**src/hdl/pte_pkg.sv**
```systemverilog
package pte_pkg;

    localparam int TEMPLATE_POINTS = 100;
    localparam int IDX_BITS = 7;
    localparam int FRAC_BITS = 16;
    localparam int QUO_BITS = IDX_BITS + FRAC_BITS;
    localparam int REM_BITS = 29;
    localparam int PROD_A_BITS = 40;
    localparam int CFG_DATA_BITS = 18;
    localparam int CFG_INDEX_BITS = 2;

    localparam logic [1:0] REGION_INVALID = 2'd0;
    localparam logic [1:0] REGION_OUTSIDE = 2'd1;
    localparam logic [1:0] REGION_INSIDE = 2'd2;

    localparam logic [CFG_INDEX_BITS-1:0] CFG_PEDESTAL = 2'd0;
    localparam logic [CFG_INDEX_BITS-1:0] CFG_HEIGHT = 2'd1;
    localparam logic [CFG_INDEX_BITS-1:0] CFG_PHASE = 2'd2;
    localparam logic [CFG_INDEX_BITS-1:0] CFG_WIDTH = 2'd3;

    localparam logic signed [15:0] WIDTH_RESET = 16'sd3891;

    // Window and scale constants held as exact integer ratios.
    localparam logic signed [15:0] D_SCALE = 16'sd16000;
    localparam logic signed [12:0] LO_SCALE = 13'sd3258;
    localparam logic signed [13:0] HI_SCALE = 14'sd5548;
    localparam logic [11:0] A_SCALE = 12'd2839;
    localparam logic [13:0] B_SCALE = 14'd15625;

    localparam logic signed [20:0] LEVEL_MAX = 21'sd262143;
    localparam logic signed [20:0] LEVEL_MIN = -21'sd262144;

    typedef logic signed [16:0] shape_t;

    typedef struct packed {
        logic       valid;
        logic [1:0] region;
    } pte_ctl_t;

    localparam shape_t SHAPE_TAB [TEMPLATE_POINTS] = '{
        -17'sd22, 17'sd64, 17'sd2, -17'sd77, -17'sd56, 17'sd14, 17'sd44,
        17'sd29, 17'sd6, -17'sd4, -17'sd6, -17'sd12, -17'sd24, -17'sd21,
        17'sd48, 17'sd240, 17'sd587, 17'sd1098, 17'sd1792, 17'sd2698, 17'sd3833,
        17'sd5191, 17'sd6764, 17'sd8550, 17'sd10546, 17'sd12733, 17'sd15076,
        17'sd17527, 17'sd20022, 17'sd22469, 17'sd24758, 17'sd26789, 17'sd28522,
        17'sd29982, 17'sd31206, 17'sd32125, 17'sd32623, 17'sd32768, 17'sd32594,
        17'sd32072, 17'sd31218, 17'sd30101, 17'sd28774, 17'sd27272, 17'sd25637,
        17'sd23928, 17'sd22184, 17'sd20414, 17'sd18619, 17'sd16815, 17'sd15026,
        17'sd13289, 17'sd11648, 17'sd10148, 17'sd8821, 17'sd7670, 17'sd6656,
        17'sd5740, 17'sd4928, 17'sd4251, 17'sd3699, 17'sd3219, 17'sd2782,
        17'sd2405, 17'sd2103, 17'sd1864, 17'sd1664, 17'sd1485, 17'sd1322,
        17'sd1172, 17'sd1032, 17'sd899, 17'sd774, 17'sd652, 17'sd535, 17'sd423,
        17'sd316, 17'sd216, 17'sd123, 17'sd39, -17'sd36, -17'sd100, -17'sd152,
        -17'sd192, -17'sd218, -17'sd229, -17'sd227, -17'sd213, -17'sd190,
        -17'sd162, -17'sd130, -17'sd100, -17'sd70, -17'sd45, -17'sd22, -17'sd3,
        17'sd14, 17'sd28, 17'sd41, 17'sd52
    };

    // Positions past the last entry read as zero.
    function automatic shape_t shape_at(input logic [IDX_BITS:0] pos);
        shape_t result;
        if (pos < (IDX_BITS+1)'(TEMPLATE_POINTS))
        begin
            result = SHAPE_TAB[pos[IDX_BITS-1:0]];
        end
        else
        begin
            result = '0;
        end
        return result;
    endfunction

endpackage

```
**src/hdl/pte_div.sv**
```systemverilog
module pte_div (
    input  logic                                clk,
    input  logic                                rst_n,
    input  logic                                adv,
    input  logic signed [15:0]                  width,
    input  pte_pkg::pte_ctl_t                   ctl_in,
    input  logic [pte_pkg::REM_BITS-1:0]        rem_in,
    input  logic [pte_pkg::QUO_BITS-1:0]        low_in,
    output pte_pkg::pte_ctl_t                   ctl_out,
    output logic [pte_pkg::QUO_BITS-1:0]        quo_out
);
    import pte_pkg::*;

    logic [REM_BITS-1:0] b_reg;
    logic [REM_BITS-1:0] b_next;

    pte_ctl_t            ctl_reg [QUO_BITS];
    logic [QUO_BITS-1:0] quo_reg [QUO_BITS];
    logic [REM_BITS-1:0] rem_reg [QUO_BITS-1];
    logic [QUO_BITS-1:0] low_reg [QUO_BITS-1];

    // The divisor is registered from the width register, so it follows a change
    // well before any item reaches the first division stage.
    assign b_next = REM_BITS'(width[14:0]) * REM_BITS'(B_SCALE);

    always_ff @(posedge clk)
    begin
        b_reg <= b_next;
    end

    for (genvar k = 0; k < QUO_BITS; k++)
    begin : g_stage
        pte_ctl_t            c_in;
        logic [REM_BITS-1:0] r_in;
        logic [QUO_BITS-1:0] l_in;
        logic [QUO_BITS-1:0] q_in;
        logic [REM_BITS:0]   trial;
        logic [REM_BITS+1:0] diff;
        logic                fits;

        if (k == 0)
        begin : g_first
            assign c_in = ctl_in;
            assign r_in = rem_in;
            assign l_in = low_in;
            assign q_in = '0;
        end
        else
        begin : g_next
            assign c_in = ctl_reg[k-1];
            assign r_in = rem_reg[k-1];
            assign l_in = low_reg[k-1];
            assign q_in = quo_reg[k-1];
        end

        assign trial = {r_in, l_in[QUO_BITS-1]};
        assign diff = {1'b0, trial} - {2'b00, b_reg};
        assign fits = !diff[REM_BITS+1];

        always_ff @(posedge clk or negedge rst_n)
        begin
            if (!rst_n)
            begin
                ctl_reg[k] <= '0;
            end
            else if (adv)
            begin
                ctl_reg[k] <= c_in;
            end
        end

        always_ff @(posedge clk)
        begin
            if (adv)
            begin
                quo_reg[k] <= {q_in[QUO_BITS-2:0], fits};
            end
        end

        if (k < QUO_BITS - 1)
        begin : g_carry
            always_ff @(posedge clk)
            begin
                if (adv)
                begin
                    rem_reg[k] <= fits ? diff[REM_BITS-1:0] : trial[REM_BITS-1:0];
                    low_reg[k] <= {l_in[QUO_BITS-2:0], 1'b0};
                end
            end
        end
    end

    assign ctl_out = ctl_reg[QUO_BITS-1];
    assign quo_out = quo_reg[QUO_BITS-1];

endmodule

```
**config.mk**
```make
export PLATFORM = sky130hd
export DESIGN_NAME = pte_div
export DESIGN_NICKNAME = d
export VERILOG_FILES = /design/src/hdl/pte_pkg.sv /design/src/hdl/pte_div.sv
export SDC_FILE = /design/constraint.sdc
export NUM_CORES = 2
export LEC_CHECK = 0
export ABC_AREA = 0
export BUFFER_PORTS_ARGS = -buffer_cell sky130_fd_sc_hd__buf_2
export CAP_MARGIN = 30
export CORE_ASPECT_RATIO = 0.75
export CORE_MARGIN = 3
export CORE_UTILIZATION = 30
export DETAILED_ROUTE_END_ITERATION = 8
export MAX_ROUTING_LAYER = met4
export PLACE_DENSITY_LB_ADDON = 0.2
export SLEW_MARGIN = 20
export SYNTH_ARGS = -nofsm -noshare
export SYNTH_HDL_FRONTEND = slang
export SYNTH_SLANG_ARGS = --single-unit
```
**constraint.sdc**
```tcl
create_clock -name clk -period 14.32 [get_ports clk]
set_input_delay 2.148 -clock clk [delete_from_list [all_inputs] [get_ports clk]]
set_output_delay 2.148 -clock clk [all_outputs]
set_load 0.1 [all_outputs]
```
==> impl_metrics.ini <==
[cts]
cts_tree = built
ctsLongestPathBuffers = 4
cts_inserted_buffers = 157
ctsResizeCount = 0
post_cts_buffers = 0
cts_hold_buf = 0
ctsHtreeMaxLevel = 4
clkSinkCount = 1265
clockRootBuffer = clkbuf_16
path_clk_slew_ns = 0.06
clk_latency_ns = 0.82

[critical_path]
cp-end-kind = register
cp-startpoint = width[0]
rrSetupSlack_ns = 8.98
cp_max_fo = 7
reg2reg_to = rem_reg[1][72]$_DFFE_PP_
reg2reg_from = b_reg[0]$_DFF_P_
endpoint = b_reg[28]$_DFF_P_
crit_type = in2reg
reg2reg_depth = 15
required_ns = 15.07
cp_data_arrival_time_ns = 7.42
crit_path_start_kind = input port

[synth]
synth_edf_count = 1167
synth_area_um2 = 78100
synthCells = 7078
ys_ff_latch = 1265
synth.distinct_cells = 94
syn_avg_cell_area_um2 = 11.0
syn_nets = 7992
ys_seq_area_share_pct = 47.8
synth_ff_type = edfxtp_1
ys_warn_count = 0
async_flop_share_pct = 5.45

[place]
dp_cells = 10500
port_buffers = 98
gp_congestion = 0.848
dp_hpwl_um = 133000

[job]
cap_violations = 0

[sta]
max_freq_mhz = 150
min_period_ns = 6.67
hold_viol = 0
hold_ws_ns = 0.393
finalCritPeriodShare_pct = 46.6
tns_ns = 0
slew_headroom_pct = 30.9
setup_viol = 0
rsz0062_at_grt = no
slew_viol_final = 0
skew_ns = 0.0611
worst_slew_pin_slew_ns = 1.04

[die]
die-width_um = 595
ios = 100
die_area_um2 = 267000
rows = 161
floorplan.initialDensity_pct = 30.3
die_h_um = 448
coreArea_um2 = 258000

[route]
via_count = 54100
drt_iter0_markers = 3801
viasPerCell = 5.02
wl_met3_um = 8500
routed_wl_um = 194000
highest_layer = met4
met2_length_um = 81700
met1_length_um = 98400
drtPass1Iterations = 6
wire_per_inst_um = 18.0
drtAntennaViolNets = 0
drc_errors = 0

[worst_hold_path]
holdPathStages = 0
hold_class = reg2reg

[global_routing]
grt_pass1_wl_um = 307000
gr-total-overflow = 0
grt_use_total_pct = 14.8
grt_pass1_vias = 53800
antenna_found_initial = 19
grt_max_degree = 147

[finish]
drive_gt1_share_pct = 9.49
largest_reg_flops = 638
instances_no_fill = 10800
final_nets = 8160
layout-area-overhead-vs-synth_pct = 12.6
finish.utilization_pct = 34.1
fillers = 25500

[run_status]
status = finished clean
synthesized netlist by cell type, types with 10 or more instances:
cell / n / area (µm²)
a21boi_0: 22 / 165
and3_1: 53 / 332
dfxtp_1: 29 / 581
and4_1: 12 / 105
o21bai_1: 52 / 390
nor2_1: 511 / 1920
mux2i_1: 20 / 200
clkbuf_1: 109 / 409
nand4_1: 41 / 257
a31oi_1: 60 / 375
a221o_1: 12 / 120
buf_1: 13 / 48.8
o211ai_1: 32 / 240
fa_1: 72 / 1440
edfxtp_1: 1167 / 35000
a211oi_1: 58 / 435
a41oi_1: 15 / 131
nand2_1: 536 / 2010
xor2_1: 246 / 2150
or3_1: 43 / 269
o2111ai_1: 15 / 131
o21ai_0: 524 / 2620
o21ai_1: 10 / 50.1
a21o_1: 256 / 1920
ha_1: 768 / 9610
o31ai_1: 52 / 390
o21a_1: 103 / 773
o31a_1: 20 / 175
a211o_1: 20 / 175
nand3_1: 99 / 495
xnor2_1: 294 / 2570
nor3_1: 92 / 460
a2111oi_0: 10 / 87.6
a31o_2: 17 / 149
a21oi_1: 677 / 3390
or2_2: 18 / 113
nor2b_1: 92 / 576
mux2_2: 215 / 2420
and2_1: 38 / 238
inv_1: 280 / 1050
dfrtp_1: 69 / 1730
nand2b_1: 113 / 707
buf_2: 23 / 115
metrics by stage:
| step | area [µm²] | setup slack (ns) |
|---|---|---|
| after global placement | 82900 | 6.76 |
| after detailed placement | 82900 | 6.83 |
| after CTS | 87900 | 7.72 |
| after floorplan | 78100 | 7.36 |
| after global routing | 87900 | 7.42 |
| final | 87900 | 7.65 |
how the worst min path moves through the flow:
stage	start	to	slack (ns)
finish	quo_reg[1][70]$_DFFE_PP_	quo_reg[1][94]$_DFFE_PP_	0.39
detailed placement	low_reg[0][82]$_DFFE_PP_	low_reg[0][105]$_DFFE_PP_	0.40
CTS	quo_reg[1][70]$_DFFE_PP_	quo_reg[1][94]$_DFFE_PP_	0.38
global placement	quo_reg[2][69]$_DFFE_PP_	quo_reg[2][93]$_DFFE_PP_	0.40
global route	quo_reg[1][70]$_DFFE_PP_	quo_reg[1][94]$_DFFE_PP_	0.41
floorplan	low_reg[0][77]$_DFFE_PP_	low_reg[0][100]$_DFFE_PP_	0.40
layout by cell type, fill, tap and decap left out, types with 112 or more instances in the layout:
cell type  count
clkbuf_16    159
ha_1         768
nand2_1      536
edfxtp_1    1167
a21oi_1      677
nand2b_1     112
a21o_1       256
nor2_1       511
inv_1        252
xor2_1       246
xnor2_1      294
mux2_2       215
o21ai_0      524
metal layers:
metal  vias to the layer above  GRT usage, %
met1                     25900          21.0
met3                       303          2.18
met5                         -             -
li1                      26800             -
met4                         0          3.97
met2                      1089          22.1
layout make-up:
cell class | instances | area (µm²) | area share, %
diodes | 1 | 2.50 | 0.00285
clock buffers | 192 | 4110 | 4.68
clock inverters | 76 | 870 | 0.989
inverters | 282 | 1060 | 1.20
multi-input cells | 5374 | 39200 | 44.5
flip-flops and latches | 1265 | 37400 | 42.5
well taps | 3423 | 4280 | 4.87
repair buffers | 166 | 1100 | 1.25
worst max-delay path: stages:
cell	delay, ns
buf_2	0.16
fa_1	0.57
fa_1	0.43
fa_1	0.51
fa_1	0.41
ha_1	0.29
fa_1	0.44
ha_1	0.36
a21o_1	0.18
a21o_1	0.17
a21oi_1	0.18
o22ai_1	0.12
a21o_1	0.18
a21bo_2	0.24
a311oi_1	0.52
o221ai_1	0.18
a21oi_1	0.19
xnor2_1	0.13
cell families after synthesis:
group	share of synthesized area (%)
AOI/OAI and AO/OA	16.4
and+or+nand+nor	9.98
adders and majority gates	14.1
buffers and inverters	2.22
muxes	3.38
xor gates and xnor gates	6.05
DFF	47.8
Power is not shown: default switching activity piles up to over one toggle a cycle in this logic, so the estimate is an artifact.
