$ cat src/hdl/pte_pkg.sv
package pte_pkg;

    localparam int TEMPLATE_POINTS = 100;
    localparam int IDX_BITS = 7;
    localparam int FRAC_BITS = 16;
    localparam int QUO_BITS = IDX_BITS + FRAC_BITS;
    localparam int REM_BITS = 29;
    localparam int PROD_A_BITS = 40;
    localparam int CFG_DATA_BITS = 18;
    localparam int CFG_INDEX_BITS = 2;

    localparam logic [1:0] REGION_INVALID = 2'd0;
    localparam logic [1:0] REGION_OUTSIDE = 2'd1;
    localparam logic [1:0] REGION_INSIDE = 2'd2;

    localparam logic [CFG_INDEX_BITS-1:0] CFG_PEDESTAL = 2'd0;
    localparam logic [CFG_INDEX_BITS-1:0] CFG_HEIGHT = 2'd1;
    localparam logic [CFG_INDEX_BITS-1:0] CFG_PHASE = 2'd2;
    localparam logic [CFG_INDEX_BITS-1:0] CFG_WIDTH = 2'd3;

    localparam logic signed [15:0] WIDTH_RESET = 16'sd3891;

    // Window and scale constants held as exact integer ratios.
    localparam logic signed [15:0] D_SCALE = 16'sd16000;
    localparam logic signed [12:0] LO_SCALE = 13'sd3258;
    localparam logic signed [13:0] HI_SCALE = 14'sd5548;
    localparam logic [11:0] A_SCALE = 12'd2839;
    localparam logic [13:0] B_SCALE = 14'd15625;

    localparam logic signed [20:0] LEVEL_MAX = 21'sd262143;
    localparam logic signed [20:0] LEVEL_MIN = -21'sd262144;

    typedef logic signed [16:0] shape_t;

    typedef struct packed {
        logic       valid;
        logic [1:0] region;
    } pte_ctl_t;

    localparam shape_t SHAPE_TAB [TEMPLATE_POINTS] = '{
        -17'sd22, 17'sd64, 17'sd2, -17'sd77, -17'sd56, 17'sd14, 17'sd44,
        17'sd29, 17'sd6, -17'sd4, -17'sd6, -17'sd12, -17'sd24, -17'sd21,
        17'sd48, 17'sd240, 17'sd587, 17'sd1098, 17'sd1792, 17'sd2698, 17'sd3833,
        17'sd5191, 17'sd6764, 17'sd8550, 17'sd10546, 17'sd12733, 17'sd15076,
        17'sd17527, 17'sd20022, 17'sd22469, 17'sd24758, 17'sd26789, 17'sd28522,
        17'sd29982, 17'sd31206, 17'sd32125, 17'sd32623, 17'sd32768, 17'sd32594,
        17'sd32072, 17'sd31218, 17'sd30101, 17'sd28774, 17'sd27272, 17'sd25637,
        17'sd23928, 17'sd22184, 17'sd20414, 17'sd18619, 17'sd16815, 17'sd15026,
        17'sd13289, 17'sd11648, 17'sd10148, 17'sd8821, 17'sd7670, 17'sd6656,
        17'sd5740, 17'sd4928, 17'sd4251, 17'sd3699, 17'sd3219, 17'sd2782,
        17'sd2405, 17'sd2103, 17'sd1864, 17'sd1664, 17'sd1485, 17'sd1322,
        17'sd1172, 17'sd1032, 17'sd899, 17'sd774, 17'sd652, 17'sd535, 17'sd423,
        17'sd316, 17'sd216, 17'sd123, 17'sd39, -17'sd36, -17'sd100, -17'sd152,
        -17'sd192, -17'sd218, -17'sd229, -17'sd227, -17'sd213, -17'sd190,
        -17'sd162, -17'sd130, -17'sd100, -17'sd70, -17'sd45, -17'sd22, -17'sd3,
        17'sd14, 17'sd28, 17'sd41, 17'sd52
    };

    // Positions past the last entry read as zero.
    function automatic shape_t shape_at(input logic [IDX_BITS:0] pos);
        shape_t result;
        if (pos < (IDX_BITS+1)'(TEMPLATE_POINTS))
        begin
            result = SHAPE_TAB[pos[IDX_BITS-1:0]];
        end
        else
        begin
            result = '0;
        end
        return result;
    endfunction

endpackage

$ cat src/hdl/pte_front.sv
module pte_front (
    input  logic                                clk,
    input  logic                                rst_n,
    input  logic                                adv,
    input  logic                                in_valid,
    input  logic [14:0]                         sample_time,
    input  logic signed [16:0]                  pedestal,
    input  logic signed [15:0]                  phase,
    input  logic signed [15:0]                  width,
    output pte_pkg::pte_ctl_t                   ctl,
    output logic [pte_pkg::REM_BITS-1:0]        rem,
    output logic [pte_pkg::QUO_BITS-1:0]        low
);
    import pte_pkg::*;

    logic               v1_reg;
    logic signed [16:0] d_reg;
    logic signed [16:0] d_next;

    logic               v2_reg;
    logic signed [31:0] d16_reg;
    logic signed [31:0] d16_next;
    logic signed [31:0] lo_reg;
    logic signed [31:0] lo_next;
    logic signed [31:0] hi_reg;
    logic signed [31:0] hi_next;

    pte_ctl_t           ctl3_reg;
    pte_ctl_t           ctl3_next;
    logic [28:0]        n_reg;
    logic [31:0]        n_full;

    pte_ctl_t           ctl4_reg;
    logic [PROD_A_BITS-1:0] a_reg;
    logic [PROD_A_BITS-1:0] a_next;

    logic               bad_cfg;
    logic               in_window;

    assign d_next = $signed({2'b00, sample_time}) - $signed({phase[15], phase});
    assign d16_next = 32'(d_reg) * 32'(D_SCALE);
    assign lo_next = 32'(width) * 32'(LO_SCALE);
    assign hi_next = 32'(width) * 32'(HI_SCALE);

    assign bad_cfg = pedestal[16] || phase[15] || width[15] || (width == 16'sd0);
    assign in_window = (d16_reg >= -lo_reg) && (d16_reg <= hi_reg);
    assign n_full = 32'(d16_reg + lo_reg);

    always_comb
    begin
        ctl3_next.valid = v2_reg;
        if (bad_cfg)
        begin
            ctl3_next.region = REGION_INVALID;
        end
        else if (in_window)
        begin
            ctl3_next.region = REGION_INSIDE;
        end
        else
        begin
            ctl3_next.region = REGION_OUTSIDE;
        end
    end

    assign a_next = PROD_A_BITS'(n_reg) * PROD_A_BITS'(A_SCALE);

    always_ff @(posedge clk or negedge rst_n)
    begin
        if (!rst_n)
        begin
            v1_reg   <= 1'b0;
            v2_reg   <= 1'b0;
            ctl3_reg <= '0;
            ctl4_reg <= '0;
        end
        else if (adv)
        begin
            v1_reg   <= in_valid;
            v2_reg   <= v1_reg;
            ctl3_reg <= ctl3_next;
            ctl4_reg <= ctl3_reg;
        end
    end

    always_ff @(posedge clk)
    begin
        if (adv)
        begin
            d_reg   <= d_next;
            d16_reg <= d16_next;
            lo_reg  <= lo_next;
            hi_reg  <= hi_next;
            n_reg   <= n_full[28:0];
            a_reg   <= a_next;
        end
    end

    assign ctl = ctl4_reg;
    assign rem = a_reg[PROD_A_BITS-1:PROD_A_BITS-REM_BITS];
    assign low = {a_reg[PROD_A_BITS-REM_BITS-1:0], (QUO_BITS-PROD_A_BITS+REM_BITS)'(0)};

endmodule

$ cat config.mk
export PLATFORM = sky130hd
export DESIGN_NAME = pte_front
export DESIGN_NICKNAME = d
export VERILOG_FILES = /design/src/hdl/pte_pkg.sv /design/src/hdl/pte_front.sv
export SDC_FILE = /design/constraint.sdc
export NUM_CORES = 1
export LEC_CHECK = 0
export ABC_AREA = 1
export BUFFER_PORTS_ARGS = -buffer_cell sky130_fd_sc_hd__buf_2
export CORE_ASPECT_RATIO = 0.5
export CORE_MARGIN = 5
export CORE_UTILIZATION = 45
export CTS_BUF_LIST = sky130_fd_sc_hd__clkbuf_4 sky130_fd_sc_hd__clkbuf_8
export CTS_CLUSTER_SIZE = 30
export DETAILED_ROUTE_END_ITERATION = 10
export SYNTH_ARGS = -nofsm -noshare
export SYNTH_HDL_FRONTEND = slang
export SYNTH_SLANG_ARGS = --single-unit
$ cat constraint.sdc
create_clock -name clk -period 5.3 [get_ports clk]
set_clock_uncertainty 0.05 [all_clocks]
set_input_delay 0.53 -clock clk [delete_from_list [all_inputs] [get_ports clk]]
set_output_delay 0.53 -clock clk [all_outputs]
set_load 0.01 [all_outputs]
==> flow_metrics.env, run 1 <==
export IMPL_clkLatencyLatePin_ps=510
export IMPL_clkTransAtPathRegs_ps=110
export IMPL_rr_worst_depth=15
export IMPL_netlist_instances=2900
export IMPL_ys_warn_count=0
export IMPL_largest_reg_flops=39
export IMPL_grt_first_pass_wirelength_um=101000
export IMPL_area_growth_pct=7.98
export IMPL_cts_root_buf="clkbuf_8"
export IMPL_critical_path_max_fanout=5
export IMPL_clock_sinks=172
export IMPL_min_to="v1_reg"
export IMPL_drive_gt1_share_pct=6.21
export IMPL_end_kind="flop"
export IMPL_postSynthAreaPerCell_um2=9.05
export IMPL_ant_nets=0
export IMPL_synth_edf_count=164
export IMPL_vias_per_cell=4.96
export IMPL_clockBufferDepth=2
export IMPL_crit_start="n_reg[14]"
export IMPL_yosysTopAreaCellShare_pct=24.9
export IMPL_finalHoldViolCount=0
export IMPL_dp_hpwl_um=54200
export IMPL_nNetsFinal=3868
export IMPL_hp_start="in_valid"
export IMPL_wl_per_cell_um=15.9
export IMPL_critical_path_class="flop to flop"
export IMPL_slew_violations=0
export IMPL_antenna_found_initial=0
export IMPL_ctsHoldBuffers=1
export IMPL_rsz0062_at_grt="no"
export IMPL_ctsResizeCount=0
export IMPL_startpoint_type="flop"
export IMPL_drv_cap=0
export IMPL_vias=19000
export IMPL_ff2ff_setup_slack_ps=490
export IMPL_cts_made_buffers=17
export IMPL_rows=62
export IMPL_cts_tree="yes"
export IMPL_synth_seq_cells=172
export IMPL_synthTopCellsByCount="inv_1 (701), nand2_1 (439), ha_1 (426), fa_1 (326), edfxtp_1 (164)"
export IMPL_antenna_cells=0
export IMPL_relSlewSlack_pct=43.2
export IMPL_die_x_um=352
export IMPL_netlist_area_um2=26300
export IMPL_synth_distinct_cells=50
export IMPL_grt_max_degree=65
export IMPL_period_minus_slack_ps=4810
export IMPL_grt_pass1_vias=19300
export IMPL_finish_utilization_pct=49.2
export IMPL_initial_core_util_pct=45.6
export IMPL_max_freq_ghz=0.208
export IMPL_arrival_ps=5010
export IMPL_drc=0
export IMPL_grt_overflow=0
export IMPL_r2r_start="n_reg[14]"
export IMPL_drt_iter0_drc=1009
export IMPL_h_tree_depth=4
export IMPL_min_path_cells=3
export IMPL_grt_usage_pct=19.9
export IMPL_worst_pin_slew_ps=851
export IMPL_dieArea_um2=63600
export IMPL_yosys_area_top_type="fa_1"
export IMPL_io_pins=123
export IMPL_io_buffers=93
export IMPL_timing_hold_ws_ps=174
export IMPL_core_area_um2=57600
export IMPL_fp_dieH_um=181
export IMPL_synth_top_flop_cell="edfxtp_1"
export IMPL_seq_area_frac_synth_pct=19.5
export IMPL_async_flop_share_pct=4.65
export IMPL_crit_required_ps=5500
export IMPL_synth_most_common_cell="inv_1"
export IMPL_setup_viol=0
export IMPL_finalCritPeriodShare_pct=90.7
export IMPL_synth_area_leaders="fa_1 (25%), ha_1 (20%), edfxtp_1 (19%)"
export IMPL_place_congestion=0.943
export IMPL_postCtsSetupRepairBufs=0
export IMPL_status="finished clean"
export IMPL_setup_tns_final_ps=0
export IMPL_hold_class="input port to flop"
export IMPL_r2r_end="a_reg[38]"
export IMPL_first_pass_iters=5
export IMPL_wl_um=61000
[metal layers]
| layer | routed length, um | global-route usage (%) | vias to the layer above |
|---|---|---|---|
| li1 | - | - | 9494 |
| met1 | 30800 | 30.1 | 9134 |
| met2 | 26700 | 31.0 | 333 |
| met3 | 2560 | 2.38 | 43 |
| met4 | 964 | 3.76 | 0 |
| met5 | 0 | 0 | - |
[worst max-delay path, cell delays in order, from the launching register on]
cell and delay, ps:
edfxtp_1 440, ha_1 340, fa_1 480, fa_1 510, inv_1 50, fa_1 500, fa_1 540, inv_1 40
ha_1 360, nand2_1 100, nand2_1 80, a31oi_1 230, o21ai_0 140, a21oi_1 280, nand3_1 240, xor2_1 190
[how the worst max path moves through the flow]
stage | endpoint
floorplan | hi_reg[27]
global placement | lo_reg[28]
detailed placement | lo_reg[25]
CTS | a_reg[39]
global route | a_reg[30]
finish | a_reg[38]
[area by class of cell]
| class | count | area (um^2) |
|---|---|---|
| tap | 768 | 961 |
| inverter | 704 | 2640 |
| multi-input combinational | 2021 | 18400 |
| sequential | 172 | 5120 |
| timing repair buffer | 132 | 767 |
| fill | 5571 | 29200 |
| clock inverter | 15 | 195 |
| clock buffer | 17 | 234 |
[per-stage QoR]
step                std cells  cell area, um^2  setup WS, ps
floorplan                2912            26300           630
global placement         3796            27900           184
detailed placement       3796            27900           157
CTS                      3829            28300           491
global route             3829            28300           194
finish                   3829            28300           493
[cell families after synthesis]
group                    Yosys count  synth area share [%]
buffers and inverters            719                  10.5
other                              1                0.0143
adder cells (fa/ha/maj)          752                  45.2
flip-flops                       172                  19.5
AND/OR/NAND/NOR                  766                  12.4
XOR/XNOR                         157                  5.24
AO/OA/AOI/OAI                    333                  7.15
[cell usage in the layout, fill, tap and decap left out, types with 3 or more instances in the layout]
cell type	synthesis	final
inv_1	701	701
nand2_1	439	439
ha_1	426	426
fa_1	326	326
edfxtp_1	164	164
a21oi_1	154	154
nor2_1	147	147
xor2_1	103	103
buf_2	1	92
nand3_1	88	88
o21ai_0	84	84
xnor2_1	54	54
buf_4	13	38
nand4_1	25	25
nor3_1	25	25
a21o_1	21	21
o21bai_1	21	21
a31oi_1	18	18
clkbuf_8	0	17
nor4_1	14	14
conb_1	1	13
o21ai_1	8	8
dfrtp_1	8	8
a211oi_1	6	6
a21boi_0	5	5
inv_8	0	5
clkinv_8	0	4
inv_6	0	4
o21ai_2	3	3
or2_2	3	3
a221oi_1	3	3
nand2_2	3	3
nor2_2	3	3
nor3_2	3	3
Power of run 1 is not shown: default switching activity piles up to over one toggle a cycle in this logic, so the estimate is an artifact.
==> run 2, diff against run 1 <==
CELL_PAD_IN_SITES_DETAIL_PLACEMENT = 1   (was not set)
CELL_PAD_IN_SITES_GLOBAL_PLACEMENT = 2   (was not set)
CORE_UTILIZATION = 41   (was 45)
PLACE_DENSITY_LB_ADDON = 0.1   (was not set)
==> run 2 against run 1 <==
Sequential cell count did not move; clock-buffer cell count rose by 1; via count rose by 0.76%; fmax fell by 1.8%; worst setup slack got worse by 87 ps; first-iteration DRC count fell by 26%; global-route usage rose by 1.1 points; design area rose by 0.29%; non-clock buffer count rose by 1; register-to-register slack got worse by 90 ps.
==> flow_metrics.env, run 2 (same netlist as run 1, synthesis figures left out) <==
export IMPL_status="finished clean"
export IMPL_drc=0
export IMPL_place_congestion=0.874
export IMPL_finalCritPeriodShare_pct=92.3
export IMPL_cts_made_buffers=17
export IMPL_die_x_um=368
export IMPL_area_growth_pct=8.29
export IMPL_clock_sinks=172
export IMPL_drive_gt1_share_pct=6.24
export IMPL_critical_path_cell_chain="ha_1 > inv_1 > fa_1 > inv_1 > fa_1 > fa_1 > inv_1 > fa_1 > inv_1 > ha_1 > a21oi_1 > a21boi_0 > nand2_1 > nand2_1 > nand2_1 > nand2_1 > nand3_1 > xor2_1"
export IMPL_clkTransAtPathRegs_ps=100
export IMPL_wl_per_cell_um=18.0
export IMPL_finalHoldViolCount=0
export IMPL_grt_first_pass_wirelength_um=115000
export IMPL_crit_required_ps=5520
export IMPL_setup_viol=0
export IMPL_mostFrequentLayoutCell="inv_1"
export IMPL_end_kind="flop"
export IMPL_ant_nets=0
export IMPL_rsz0062_at_grt="no"
export IMPL_finish_instance_area_um2=28400
export IMPL_critical_path_max_fanout=5
export IMPL_cts_tree="yes"
export IMPL_critPathMaxStageDelay_ps=530
export IMPL_antenna_found_initial=3
export IMPL_initial_core_util_pct=41.5
export IMPL_antenna_cells=0
export IMPL_drt_iter0_drc=750
export IMPL_clockBufferDepth=2
export IMPL_placedInstanceArea_um2=28000
export IMPL_vias=19100
export IMPL_grt_usage_pct=21.0
export IMPL_fp_dieH_um=189
export IMPL_io_buffers=93
export IMPL_finish_utilization_pct=45.0
export IMPL_setup_tns_final_ps=0
export IMPL_core_area_um2=63200
export IMPL_dieArea_um2=69500
export IMPL_first_pass_iters=4
export IMPL_fillers=7426
export IMPL_wl_um=70100
export IMPL_arrival_ps=5120
export IMPL_rows=65
export IMPL_grt_pass1_vias=21300
export IMPL_startpoint_type="flop"
export IMPL_dp_hpwl_um=62400
export IMPL_relSlewSlack_pct=42.5
export IMPL_cts_root_buf="clkbuf_8"
export IMPL_grt_max_degree=117
export IMPL_critical_path_class="flop to flop"
export IMPL_grt_overflow=0
export IMPL_h_tree_depth=4
export IMPL_max_freq_ghz=0.204
export IMPL_nNetsFinal=3869
export IMPL_io_pins=123
export IMPL_clkLatencyLatePin_ps=520
export IMPL_period_minus_slack_ps=4890
export IMPL_crit_slowest_cell="fa_1"
export IMPL_hold_class="input port to flop"
export IMPL_worst_pin_slew_ps=862
export IMPL_vias_per_cell=4.91
export IMPL_drv_cap=0
export IMPL_most_common_layout_cells="inv_1 (701), nand2_1 (439), ha_1 (426), fa_1 (326), edfxtp_1 (164)"
export IMPL_largest_reg_flops=39
export IMPL_slew_violations=0
## run 2: per-stage QoR
step | std cells | hold slack [ps] | setup slack [ps]
6_report | 3899 | 165 | 406
5_1_grt | 3899 | 128 | 56.0
4_1_cts | 3897 | 103 | 215
3_5_place_dp | 3864 | 334 | 105
3_3_place_gp | 3864 | 332 | 201
2_1_floorplan | 2912 | 184 | 630
## run 2: worst paths after layout
check | from | endpoint | slack (ps) | cells past startpoint
max | n_reg[4] | a_reg[39] | 410 | 18
min | in_valid | v1_reg | 160 | 3
max reg2reg | n_reg[4] | a_reg[39] | 410 | 18
min reg2reg | ctl[2] | ctl[2] | 430 | 2
max in group asynchronous | rst_n | ctl3_reg[0] | 4680 | 2
min in group asynchronous | rst_n | ctl[2] | 350 | 2
## run 2: layout make-up
type / count / area (um^2) / area share, %
Clock inverter: 14 / 156 / 0.550
Inverter: 704 / 2640 / 9.30
Clock buffer: 18 / 248 / 0.871
Tap cell: 837 / 1050 / 3.68
Timing Repair Buffer: 133 / 787 / 2.77
Sequential cell: 172 / 5120 / 18.0
Multi-Input combinational cell: 2021 / 18400 / 64.8
## run 2: metal layers
layer  vias to the layer above  wire [um]  global-route usage [%]
met5                         -          7                       0
met4                         2       1300                    4.63
met3                        53       1860                    2.41
met2                       196      32600                    35.8
met1                      9410      34300                    29.1
li1                       9488          -                       -
## run 2: worst max-delay path, delay by kind of cell (launching register included)
family / cells / cell delay, ps
flip-flops: 1 / 450
buffers and inverters: 4 / 210
adder cells (fa/ha/maj): 6 / 2630
AO/OA/AOI/OAI: 2 / 620
XOR/XNOR: 1 / 180
AND/OR/NAND/NOR: 5 / 490
## run 2: repair_timing
item | CTS | global route
setup endpoints to repair | 0 | 4
hold endpoints to repair | 8 | 0
setup buffers | 0 | 2
resized for setup | 0 | 0
hold buffers | 1 | 0
Power of run 2 is left out for the same reason.
==> run 3, diff against run 2 <==
ABC_AREA = not set   (was 1)
CORE_UTILIZATION = 43   (was 41)
==> run 3 against run 2 <==
Design area increased by 3.6%; via count decreased by 7.0%; clock-buffer cell count decreased by 1; global-route usage decreased by 0.30 points; sequential share of layout area decreased by 0.62 points; final cell count decreased by 8.4%; critical endpoint unchanged.
==> flow_metrics.env, run 3 <==
export IMPL_cts_made_buffers=17
export IMPL_clock_sinks=172
export IMPL_slew_violations=0
export IMPL_seq_area_frac_synth_pct=20.6
export IMPL_yosys_area_top_type="fa_1"
export IMPL_antenna_cells=0
export IMPL_cp_num_cells=20
export IMPL_critical_path_class="flop to flop"
export IMPL_fillers=6441
export IMPL_synth_top_flop_cell="edfxtp_1"
export IMPL_synthTopCellsByCount="inv_1 (548), ha_1 (426), fa_1 (326), edfxtp_1 (164), xnor2_1 (112)"
export IMPL_initial_core_util_pct=43.4
export IMPL_synth_seq_cells=172
export IMPL_final_seq_area_um2=5120
export IMPL_ys_warn_count=0
export IMPL_wl_um=63000
export IMPL_vias_per_cell=4.99
export IMPL_clkLatencyLatePin_ps=530
export IMPL_dp_hpwl_um=54700
export IMPL_arrival_ps=5400
export IMPL_cts_tree="yes"
export IMPL_critical_path_buf_inv_count=5
export IMPL_vias=17800
export IMPL_core_area_um2=57200
export IMPL_finalCritPeriodShare_pct=97.2
export IMPL_h_tree_depth=4
export IMPL_synth_edf_count=164
export IMPL_path_common_cell="buf_4"
export IMPL_setup_viol=0
export IMPL_postSynthAreaPerCell_um2=10.4
export IMPL_io_pins=123
export IMPL_mostFrequentLayoutCell="inv_1"
export IMPL_max_freq_ghz=0.194
export IMPL_critPathMaxStageDelay_ps=550
export IMPL_clockBufferDepth=2
export IMPL_finish_utilization_pct=51.4
export IMPL_antenna_found_initial=1
export IMPL_startpoint_type="flop"
export IMPL_critical_path_max_fanout=3
export IMPL_relSlewSlack_pct=45.7
export IMPL_grt_overflow=0
export IMPL_grt_usage_pct=20.7
export IMPL_crit_required_ps=5540
export IMPL_critical_path_cell_chain="buf_4 > ha_4 > fa_2 > fa_1 > inv_1 > fa_2 > fa_1 > inv_1 > ha_4 > a21o_1 > a31o_2 > a221oi_2 > buf_4 > nor2_1 > nor2_2 > a211oi_2 > buf_4 > nor4_4 > o21bai_1 > xnor2_1"
export IMPL_multi_input_comb_area_um2=18100
export IMPL_place_congestion=0.867
export IMPL_synth_area_leaders="fa_1 (26%), ha_1 (21%), edfxtp_1 (20%)"
export IMPL_drc=0
export IMPL_yosysTopAreaCellShare_pct=26.3
export IMPL_clkTransAtPathRegs_ps=120
export IMPL_drive_gt1_share_pct=19.0
export IMPL_most_common_layout_cells="inv_1 (545), ha_1 (408), fa_1 (321), buf_4 (305), edfxtp_1 (164)"
export IMPL_nNetsFinal=3609
export IMPL_crit_slowest_cell="fa_1"
export IMPL_setup_tns_final_ps=0
export IMPL_drt_iter0_drc=750
export IMPL_area_growth_pct=18.5
export IMPL_min_path_cells=2
export IMPL_worst_pin_slew_ps=815
export IMPL_ant_nets=0
export IMPL_dieArea_um2=63000
export IMPL_cts_root_buf="clkbuf_8"
export IMPL_placedInstanceArea_um2=28300
export IMPL_period_minus_slack_ps=5150
export IMPL_first_pass_iters=5
export IMPL_async_flop_share_pct=4.65
export IMPL_status="finished clean"
export IMPL_fp_dieH_um=180
export IMPL_largest_reg_flops=39
export IMPL_finish_instance_area_um2=29400
export IMPL_wl_per_cell_um=17.6
export IMPL_drv_cap=0
export IMPL_netlist_area_um2=24800
export IMPL_die_x_um=350
export IMPL_io_buffers=93
export IMPL_hold_class="input port to flop"
export IMPL_grt_max_degree=62
export IMPL_netlist_instances=2379
export IMPL_finalHoldViolCount=0
export IMPL_end_kind="flop"
export IMPL_grt_pass1_vias=19400
export IMPL_crit_family="adder cells"
export IMPL_synth_most_common_cell="inv_1"
export IMPL_rr_worst_depth=20
export IMPL_grt_first_pass_wirelength_um=104000
export IMPL_rows=62
export IMPL_synth_distinct_cells=70
==> run 3: changes by cell type after synthesis, moves of 12 or more <==
| cell | delta |
|---|---|
| inv_1 | -153 |
| nand3_1 | -62 |
| nand2_1 | -375 |
| nor2_1 | -60 |
| o21a_1 | +17 |
| nor2b_1 | +12 |
| a21o_1 | +45 |
| a21oi_1 | -44 |
| nor3_1 | +18 |
| o21ai_0 | -12 |
| xor2_1 | -55 |
| xnor2_1 | +58 |
| nand2b_1 | +13 |
==> run 3: final timing paths <==
check | from | end | slack, ps
max | n_reg[7] | a_reg[39] | 150
min | in_valid | v1_reg | 190
max reg2reg | n_reg[7] | a_reg[39] | 150
min reg2reg | v1_reg | v1_reg | 460
max in group asynchronous | rst_n | ctl3_reg[1] | 4720
min in group asynchronous | rst_n | v1_reg | 310
==> run 3: worst register-to-register path: cells and delay by family, from the launching register on <==
| kind | cells | cell delay (ps) |
|---|---|---|
| flip-flops | 1 | 510 |
| adder cells (fa/ha/maj) | 6 | 2400 |
| AND/OR/NAND/NOR | 3 | 390 |
| buffers and inverters | 5 | 640 |
| AO/OA/AOI/OAI | 5 | 810 |
| XOR/XNOR | 1 | 130 |
==> run 3: per-layer routing <==
| metal | wire (um) | vias up | track usage (%) |
|---|---|---|---|
| met5 | 13 | - | 0 |
| met1 | 32300 | 8850 | 31.4 |
| li1 | - | 8716 | - |
| met3 | 2150 | 38 | 3.26 |
| met4 | 650 | 2 | 3.03 |
| met2 | 27900 | 199 | 32.1 |
==> run 3: layout make-up <==
| type | count | area share (%) |
|---|---|---|
| multi-input cells | 1647 | 61.3 |
| inverters | 548 | 6.99 |
| clock inverters | 15 | 0.654 |
| well taps | 768 | 3.26 |
| clock buffers | 17 | 0.795 |
| flip-flops and latches | 172 | 17.4 |
| repair buffers | 403 | 9.59 |
==> run 3: kinds of logic (layout without fill, tap and decap cells) <==
group	after synthesis	in the layout	synth area share, %
adder cells (fa/ha/maj)	752	752	47.7
multiplexers	12	12	0.514
XOR/XNOR	160	160	5.64
other	1	13	0.0151
flip-flops	172	172	20.6
AND/OR/NAND/NOR	327	327	6.77
AO/OA/AOI/OAI	383	383	9.88
buffers and inverters	572	983	8.84
==> run 3: through the flow <==
step	setup slack (ps)	instances	hold WS (ps)
after floorplan	19.0	2391	184
after global placement	-577	3514	326
final	149	3570	189
after detailed placement	-615	3514	333
after global routing	-48.0	3570	136
after CTS	5.61	3557	133
==> run 3: what timing repair did <==
action	CTS	global route
setup endpoints to repair	10	22
hold endpoints to repair	8	0
cloned	0	0
hold buffers	1	0
setup buffers	10	13
pin swaps	11	63
gates resized for setup	28	56
Power of run 3 is left out for the same reason.
